==> config.mk <==
export PLATFORM = sky130hd
export DESIGN_NAME = spi_accelerometer_register_slave
export DESIGN_NICKNAME = d
export VERILOG_FILES = /design/src/hdl/sars_pkg.sv /design/src/hdl/sars_cfg_regs.sv /design/src/hdl/sars_core.sv /design/src/hdl/spi_accelerometer_register_slave.sv
export SDC_FILE = /design/constraint.sdc
export NUM_CORES = 1
export LEC_CHECK = 0
export BUFFER_PORTS_ARGS = -buffer_cell sky130_fd_sc_hd__buf_4
export CAP_MARGIN = 20
export CELL_PAD_IN_SITES_DETAIL_PLACEMENT = 2
export CELL_PAD_IN_SITES_GLOBAL_PLACEMENT = 2
export CORE_UTILIZATION = 35
export CTS_BUF_LIST = sky130_fd_sc_hd__clkbuf_8
export CTS_CLUSTER_DIAMETER = 150
export DETAILED_ROUTE_END_ITERATION = 12
export MAX_ROUTING_LAYER = met4
export PLACE_DENSITY_LB_ADDON = 0.1
export REMOVE_ABC_BUFFERS = 1
export SETUP_SLACK_MARGIN = 0.02
export SYNTH_ARGS = -nofsm -noshare
export SYNTH_HDL_FRONTEND = slang
export SYNTH_SLANG_ARGS = --single-unit
==> constraint.sdc <==
create_clock -name clk -period 4.4 [get_ports clk]
set_input_delay 0.22 -clock clk [delete_from_list [all_inputs] [get_ports clk]]
set_output_delay 0.22 -clock clk [all_outputs]
set_load 0.01 [all_outputs]
==> src/hdl/sars_pkg.sv <==
// ----------------------------------------------------------------------------
// sars_pkg
// Shared types, register map and link codes for the SPI accelerometer
// register slave.
// ----------------------------------------------------------------------------
package sars_pkg;

  localparam int BYTE_W  = 8;
  localparam int AXIS_W  = 16;
  localparam int ADDR_W  = 8;
  localparam int CMDA_W  = 6;
  localparam int CFG_IDX_W = 2;
  localparam int NUM_AXES = 3;

  // Link mode codes
  typedef enum logic [1:0] {
    MODE_STANDBY = 2'd0,
    MODE_READ    = 2'd1,
    MODE_BURST   = 2'd2,
    MODE_WRITE   = 2'd3
  } link_mode_t;

  // Operation field of a command byte (top two bits)
  typedef enum logic [1:0] {
    OP_WRITE = 2'd0,
    OP_MULTI = 2'd1,
    OP_READ  = 2'd2,
    OP_BURST = 2'd3
  } cmd_op_t;

  // Configuration register indexes
  localparam logic [CFG_IDX_W-1:0] CFG_X_BASE = 2'd0;
  localparam logic [CFG_IDX_W-1:0] CFG_Y_BASE = 2'd1;
  localparam logic [CFG_IDX_W-1:0] CFG_Z_BASE = 2'd2;

  localparam logic [AXIS_W-1:0] X_BASE_RST = 16'd200;
  localparam logic [AXIS_W-1:0] Y_BASE_RST = 16'd400;
  localparam logic [AXIS_W-1:0] Z_BASE_RST = 16'd800;

  // Register map
  localparam logic [ADDR_W-1:0] A_DEVID0  = 8'h00;
  localparam logic [ADDR_W-1:0] A_DEVID1  = 8'h01;
  localparam logic [ADDR_W-1:0] A_PARTID  = 8'h02;
  localparam logic [ADDR_W-1:0] A_OFS_X   = 8'h1e;
  localparam logic [ADDR_W-1:0] A_OFS_Y   = 8'h1f;
  localparam logic [ADDR_W-1:0] A_OFS_Z   = 8'h20;
  localparam logic [ADDR_W-1:0] A_RATE    = 8'h2c;
  localparam logic [ADDR_W-1:0] A_PWR     = 8'h2d;
  localparam logic [ADDR_W-1:0] A_FMT     = 8'h31;
  localparam logic [ADDR_W-1:0] A_X_LO    = 8'h32;
  localparam logic [ADDR_W-1:0] A_X_HI    = 8'h33;
  localparam logic [ADDR_W-1:0] A_Y_LO    = 8'h34;
  localparam logic [ADDR_W-1:0] A_Y_HI    = 8'h35;
  localparam logic [ADDR_W-1:0] A_Z_LO    = 8'h36;
  localparam logic [ADDR_W-1:0] A_Z_HI    = 8'h37;

  localparam logic [BYTE_W-1:0] V_DEVID0 = 8'had;
  localparam logic [BYTE_W-1:0] V_DEVID1 = 8'h1d;
  localparam logic [BYTE_W-1:0] V_PARTID = 8'hcb;
  localparam logic [BYTE_W-1:0] V_PWR    = 8'h4b;
  localparam logic [BYTE_W-1:0] V_FMT    = 8'h0b;

  typedef struct packed {
    logic [AXIS_W-1:0] x;
    logic [AXIS_W-1:0] y;
    logic [AXIS_W-1:0] z;
  } accel_base_t;

  function automatic link_mode_t cmd_to_mode(input logic [BYTE_W-1:0] cmd);
    link_mode_t m;
    case (cmd_op_t'(cmd[BYTE_W-1:CMDA_W]))
      OP_WRITE: m = MODE_WRITE;
      OP_MULTI: m = MODE_STANDBY;
      OP_READ:  m = MODE_READ;
      OP_BURST: m = MODE_BURST;
      default:  m = MODE_STANDBY;
    endcase
    return m;
  endfunction

endpackage

==> src/hdl/sars_cfg_regs.sv <==
// ----------------------------------------------------------------------------
// sars_cfg_regs
// Holds the per-axis base values written over the config port.
// ----------------------------------------------------------------------------
module sars_cfg_regs
  import sars_pkg::*;
(
  input  logic                 clk,
  input  logic                 rst_n,
  input  logic                 wr_en,
  input  logic [CFG_IDX_W-1:0] wr_idx,
  input  logic [AXIS_W-1:0]    wr_data,
  output accel_base_t          base
);

  accel_base_t base_r, base_nxt;

  always_comb begin
    base_nxt = base_r;
    if (wr_en) begin
      case (wr_idx)
        CFG_X_BASE: base_nxt.x = wr_data;
        CFG_Y_BASE: base_nxt.y = wr_data;
        CFG_Z_BASE: base_nxt.z = wr_data;
        default:    base_nxt   = base_r;
      endcase
    end
  end

  always_ff @(posedge clk) begin
    if (!rst_n) begin
      base_r.x <= X_BASE_RST;
      base_r.y <= Y_BASE_RST;
      base_r.z <= Z_BASE_RST;
    end else begin
      base_r <= base_nxt;
    end
  end

  assign base = base_r;

endmodule

==> src/hdl/sars_core.sv <==
// ----------------------------------------------------------------------------
// sars_core
// Link state, device registers and read mux. One byte is processed per
// cycle when step_en is high.
// ----------------------------------------------------------------------------
module sars_core
  import sars_pkg::*;
(
  input  logic              clk,
  input  logic              rst_n,
  input  logic              step_en,
  input  logic [BYTE_W-1:0] step_byte,
  input  accel_base_t       base,
  output logic [BYTE_W-1:0] resp
);

  link_mode_t        mode_r, mode_nxt;
  logic [ADDR_W-1:0] addr_r, addr_nxt;
  logic [BYTE_W-1:0] rate_r, rate_nxt;
  logic [BYTE_W-1:0] ofs_r   [NUM_AXES];
  logic [BYTE_W-1:0] ofs_nxt [NUM_AXES];

  logic [AXIS_W:0]   sum_x, sum_y, sum_z;
  logic [BYTE_W-1:0] rd_data;
  logic              is_cmd;
  logic              do_read;
  logic              do_write;

  assign sum_x = {1'b0, base.x} + {{(AXIS_W-BYTE_W+1){1'b0}}, ofs_r[0]};
  assign sum_y = {1'b0, base.y} + {{(AXIS_W-BYTE_W+1){1'b0}}, ofs_r[1]};
  assign sum_z = {1'b0, base.z} + {{(AXIS_W-BYTE_W+1){1'b0}}, ofs_r[2]};

  always_comb begin
    case (addr_r)
      A_DEVID0: rd_data = V_DEVID0;
      A_DEVID1: rd_data = V_DEVID1;
      A_PARTID: rd_data = V_PARTID;
      A_PWR:    rd_data = V_PWR;
      A_FMT:    rd_data = V_FMT;
      A_RATE:   rd_data = rate_r;
      A_OFS_X:  rd_data = ofs_r[0];
      A_OFS_Y:  rd_data = ofs_r[1];
      A_OFS_Z:  rd_data = ofs_r[2];
      A_X_LO:   rd_data = sum_x[BYTE_W-1:0];
      A_X_HI:   rd_data = sum_x[AXIS_W-1:BYTE_W];
      A_Y_LO:   rd_data = sum_y[BYTE_W-1:0];
      A_Y_HI:   rd_data = sum_y[AXIS_W-1:BYTE_W];
      A_Z_LO:   rd_data = sum_z[BYTE_W-1:0];
      A_Z_HI:   rd_data = sum_z[AXIS_W-1:BYTE_W];
      default:  rd_data = '0;
    endcase
  end

  // next state
  always_comb begin
    mode_nxt = mode_r;
    if (step_en) begin
      case (mode_r)
        MODE_BURST: begin
          if (step_byte != '0) mode_nxt = cmd_to_mode(step_byte);
        end
        MODE_READ:    mode_nxt = MODE_STANDBY;
        MODE_WRITE:   mode_nxt = MODE_STANDBY;
        MODE_STANDBY: mode_nxt = cmd_to_mode(step_byte);
        default:      mode_nxt = MODE_STANDBY;
      endcase
    end
  end

  // datapath actions per state
  always_comb begin
    is_cmd   = 1'b0;
    do_read  = 1'b0;
    do_write = 1'b0;
    case (mode_r)
      MODE_BURST: begin
        do_read = (step_byte == '0);
        is_cmd  = (step_byte != '0);
      end
      MODE_READ:    do_read  = 1'b1;
      MODE_WRITE:   do_write = 1'b1;
      MODE_STANDBY: is_cmd   = 1'b1;
      default:      is_cmd   = 1'b1;
    endcase
  end

  always_comb begin
    addr_nxt = addr_r;
    rate_nxt = rate_r;
    ofs_nxt  = ofs_r;
    if (step_en) begin
      if (is_cmd) begin
        addr_nxt = {{(ADDR_W-CMDA_W){1'b0}}, step_byte[CMDA_W-1:0]};
      end else if (do_read && mode_r == MODE_BURST) begin
        addr_nxt = addr_r + ADDR_W'(1);
      end
      if (do_write) begin
        case (addr_r)
          A_RATE:  rate_nxt   = step_byte;
          A_OFS_X: ofs_nxt[0] = step_byte;
          A_OFS_Y: ofs_nxt[1] = step_byte;
          A_OFS_Z: ofs_nxt[2] = step_byte;
          default: rate_nxt   = rate_r;
        endcase
      end
    end
  end

  assign resp = do_read ? rd_data : '0;

  always_ff @(posedge clk) begin
    if (!rst_n) begin
      mode_r <= MODE_STANDBY;
      addr_r <= '0;
      rate_r <= '0;
      for (int i = 0; i < NUM_AXES; i++) ofs_r[i] <= '0;
    end else begin
      mode_r <= mode_nxt;
      addr_r <= addr_nxt;
      rate_r <= rate_nxt;
      ofs_r  <= ofs_nxt;
    end
  end

endmodule

==> src/hdl/spi_accelerometer_register_slave.sv <==
// ----------------------------------------------------------------------------
// spi_accelerometer_register_slave
// Byte-per-transfer register slave of a three-axis accelerometer with burst
// read support.
//
//   channel  dir  width  contents
//   in_*     in   8      tdata[7:0] spi_byte
//   out_*    out  8      tdata[7:0] response_byte
//   cfg_*    in   2/16   addr = register index, data = axis base value
//
// One byte per cycle sustained while out_tready stays high; a byte passes
// the input register, then the decode/read mux into the output register.
// Synchronous active-low reset returns the link to standby at address 0.
// A stalled output holds its byte; one more byte can wait in the input
// register, after which in_tready drops until out_tready returns.
// ----------------------------------------------------------------------------
module spi_accelerometer_register_slave
  import sars_pkg::*;
(
  input  logic                 clk,
  input  logic                 rst_n,

  input  logic                 in_tvalid,
  output logic                 in_tready,
  input  logic [BYTE_W-1:0]    in_tdata,   // [7:0] spi_byte

  output logic                 out_tvalid,
  input  logic                 out_tready,
  output logic [BYTE_W-1:0]    out_tdata,  // [7:0] response_byte

  input  logic                 cfg_valid,
  output logic                 cfg_ready,
  input  logic [CFG_IDX_W-1:0] cfg_addr,
  input  logic [AXIS_W-1:0]    cfg_data
);

  logic              s1_vld_r, s1_vld_nxt;
  logic [BYTE_W-1:0] s1_byte_r, s1_byte_nxt;
  logic              o_vld_r, o_vld_nxt;
  logic [BYTE_W-1:0] o_data_r, o_data_nxt;
  logic              advance;
  logic              step_en;
  logic [BYTE_W-1:0] resp;
  accel_base_t       base;

  assign cfg_ready = 1'b1;

  sars_cfg_regs u_cfg (
    .clk     (clk),
    .rst_n   (rst_n),
    .wr_en   (cfg_valid & cfg_ready),
    .wr_idx  (cfg_addr),
    .wr_data (cfg_data),
    .base    (base)
  );

  assign advance   = !o_vld_r || out_tready;
  assign step_en   = s1_vld_r && advance;
  assign in_tready = !s1_vld_r || advance;

  sars_core u_core (
    .clk       (clk),
    .rst_n     (rst_n),
    .step_en   (step_en),
    .step_byte (s1_byte_r),
    .base      (base),
    .resp      (resp)
  );

  always_comb begin
    s1_vld_nxt  = s1_vld_r;
    s1_byte_nxt = s1_byte_r;
    if (in_tready) begin
      s1_vld_nxt  = in_tvalid;
      s1_byte_nxt = in_tdata;
    end
    o_vld_nxt  = o_vld_r;
    o_data_nxt = o_data_r;
    if (advance) begin
      o_vld_nxt  = s1_vld_r;
      o_data_nxt = resp;
    end
  end

  always_ff @(posedge clk) begin
    if (!rst_n) begin
      s1_vld_r <= 1'b0;
      o_vld_r  <= 1'b0;
    end else begin
      s1_vld_r <= s1_vld_nxt;
      o_vld_r  <= o_vld_nxt;
    end
  end

  always_ff @(posedge clk) begin
    s1_byte_r <= s1_byte_nxt;
    o_data_r  <= o_data_nxt;
  end

  assign out_tvalid = o_vld_r;
  assign out_tdata  = o_data_r;

endmodule

==> results by group <==
Setup path
  – CP Depth: 5
  – Critical path cell sequence: nand3b_1, nor4_2, and3_1, a311oi_1, a31oi_1
  – Crit path max-delay family: simple AND/OR/NAND/NOR gates
  – FF-to-FF path depth: 5
  – Startpoint Class: flip-flop
  – Bufs and invs on worst path: 0
  – Worst Path Required: 4.64 ns
  – Worst Path Arrival: 3.43 ns
  – Crit path kind: reg2reg
  – Crit Path Max Fanout: 17
  – Critical Path Slowest Stage Cell: nor4_2
  – Crit end category: flip-flop
  – CP max stage delay: 0.99 ns

Power and ir drop
  – Pwr dens: 266 nW/um2
  – Worst vdd ir: 0.143 mV
  – Total power: 0.00201 W
  – Leak pwr: 2.66 nW

Final layout
  – Final Cell Area: 7560 um2
  – Share of cells above drive strength 1: 0.0980
  – Final net count: 901
  – Finished Layout Cells: 1,097
  – Area Overhead vs Synth: 11.2%
  – Antenna diode count: 0
  – Fill cells: 2,171
  – Core Util, Final: 0.400

Timing
  – Slew Viols, Final: 0
  – Final setup TNS: 0 ns
  – RSZ-0062 raised after global routing: no
  – Period minus WS final: 3.20 ns
  – Setup violators final: 0
  – Relative max-transition margin: 0.272
  – Clock skew: 0.0286 ns
  – Worst Tran Pin Value: 1.08 ns
  – Hold Fails Final Rpt: 0
  – Fmax: 0.313 GHz
  – Crit share post-route: 0.727

Synthesis
  – Synth Warn #: 0
  – Sequential area share after synthesis: 0.342
  – Avg Inst Size Synth: 8.39 um2
  – Yosys cell types: 82
  – Dominant cell type by area after synthesis: dfxtp_1
  – Commonest cells post-synth: nand2_1, dfxtp_1, nor2_1
  – Largest cells by area after synthesis: dfxtp_1, nand2_1, edfxtp_1
  – Most used DFF post-synth: dfxtp_1
  – #FFs+latches synth: 108
  – Netlist Area Pre-Place: 6800 um2
  – Count leader, synth: nand2_1
  – Post-synth EDFFs: 16
  – Synth top area share: 0.271
  – Async SR Flop Fraction: 0
  – Mapped Cells: 810

Routing
  – Drt total wl: 25.6 mm
  – DR WL met3: 835 um
  – Routed wl met2: 11.9 mm
  – Routed vias: 6,221
  – Top routing layer used: met4
  – Drt drc: 0
  – Pre-antenna DRT Iters: 5
  – Antenna-violating nets left: 0
  – DR vias/cell: 5.67
  – WL/cell: 23.3 um
  – M1 WL: 12.5 mm
  – Initial DRC Count: 382

Placement
  – Post-DP HPWL: 20.0 mm
  – Port-buffer cells: 40
  – Placed cell count: 1,073
  – Placer congestion estimate: 0.922
  – Area after DPL: 7270 um2

Clocking
  – Clock input transition at the sequential cells of the worst setup and hold paths: 0.13 ns
  – CTS resizes: 0
  – Worst-case clock buffer depth: 2
  – Max H-tree Level: 3
  – Clk Latency, worst-skew pair: 0.42 ns
  – CTS Buf Count: 9
  – Clock sinks: 108
  – CTS Root Cell: clkbuf_8
  – CTS tree: done

Floorplan
  – Die extent in x: 141 um
  – Initial Util: 0.360
  – Core ar.: 18,900 um2
  – Row Count: 50
  – Die area: 20,000 um2
  – # IOs: 42
  – Die height: 141 um

Status
  – Status: completed

Worst hold path
  – Min-Delay Path Depth: 3
  – Hold Path Class: in2reg

GRT
  – Total congestion overflow: 0
  – Total track usage: 0.276
  – Vias in the first global route: 6,546
  – Initial antenna violation count: 0
  – Largest net degree at the start of global routing: 92
  – First-pass GRT wire length: 39.8 mm

Run
  – Max_cap viols: 0
layout by cell type (no fill, tap or decap), drive strengths merged, types with 9 or more instances in the layout:
master    n
dfxtp    92
clkbuf    9
nand4    11
nand3    23
nor3     19
nor3b     9
inv      25
a21boi   43
mux2i    35
a21oi    23
a31oi     9
nand2   151
nand2b   10
o21ai    30
nor2     47
edfxtp   16
nor2b    41
and3      9
ha       35
a22oi    14
xnor2    15
buf      41
per-layer routing:
| layer | up-vias | GRT usage |
|---|---|---|
| met5 | - | - |
| met4 | 0 | 0.0704 |
| met3 | 26 | 0.0334 |
| met2 | 112 | 0.434 |
| met1 | 3156 | 0.376 |
| li1 | 2927 | - |
timing repair:
item | in CTS | in global routing
hold endpoints to repair | 8 | 0
buffers inserted | 0 | 0
hold buffers | 8 | 0
sequential cells by signal, summed over array words and instances, names as in the netlist:
name / flops
out_tdata: 8
u_core.ofs_r: 24
s1_byte_r: 8
out_tvalid: 1
u_core.rate_r: 8
u_core.addr_r: 8
u_cfg.base: 48
u_core.mode_r: 2
s1_vld_r: 1
power by group:
| part | switching (W) | internal (W) |
|---|---|---|
| Combinational | 0.000160 | 0.000111 |
| Clock | 0.000435 | 0.000227 |
| Sequential | 0.0000487 | 0.00103 |
| Total | 0.000644 | 0.00137 |
per-stage QoR:
stage                     setup WS [ns]  hold WS (ns)
after floorplan                    2.09         0.292
after global placement             1.33         0.398
final                              1.20        0.0309
after CTS                          1.22        0.0190
after detailed placement           1.29         0.400
after global routing               1.04        0.0268
tightest hold or removal path: stages:
cell	delay (ns)
buf_4	0.09
nand2_1	0.04
nand3_1	0.06
kinds of logic (layout without fill, tap and decap cells):
group / Yosys count / after routing / synth area share
AO/OA/AOI/OAI: 189 / 189 / 0.200
XOR/XNOR: 23 / 23 / 0.0296
adder cells (fa/ha/maj): 39 / 39 / 0.0748
buffers and inverters: 60 / 87 / 0.0361
flip-flops: 108 / 108 / 0.342
multiplexers: 36 / 36 / 0.0532
other: 1 / 1 / 0.000552
AND/OR/NAND/NOR: 354 / 354 / 0.264
final timing paths:
| kind | end | slack [ns] | startpoint |
|---|---|---|---|
| max | out_tdata[2]$_SDFFCE_PN0N_ | 1.20 | u_core.addr_r[5]$_SDFFE_PN0P_ |
| min | u_cfg.base[23]$_SDFFE_PN1P_ | 0.03 | cfg_data[7] |
| max reg2reg | out_tdata[2]$_SDFFCE_PN0N_ | 1.20 | u_core.addr_r[5]$_SDFFE_PN0P_ |
| min reg2reg | u_cfg.base[4]$_SDFFE_PN0P_ | 0.48 | u_cfg.base[4]$_SDFFE_PN0P_ |
final cells by class:
| type | count | area (um2) | area share |
|---|---|---|---|
| Timing Repair Buffer | 49 | 392 | 0.0518 |
| Clock inverter | 7 | 80.1 | 0.0106 |
| Multi-Input combinational cell | 642 | 4230 | 0.560 |
| Inverter | 22 | 82.6 | 0.0109 |
| Clock buffer | 9 | 124 | 0.0164 |
| Tap cell | 260 | 325 | 0.0430 |
| Sequential cell | 108 | 2320 | 0.307 |
No activity file was read; power rests on OpenSTA's default activity.
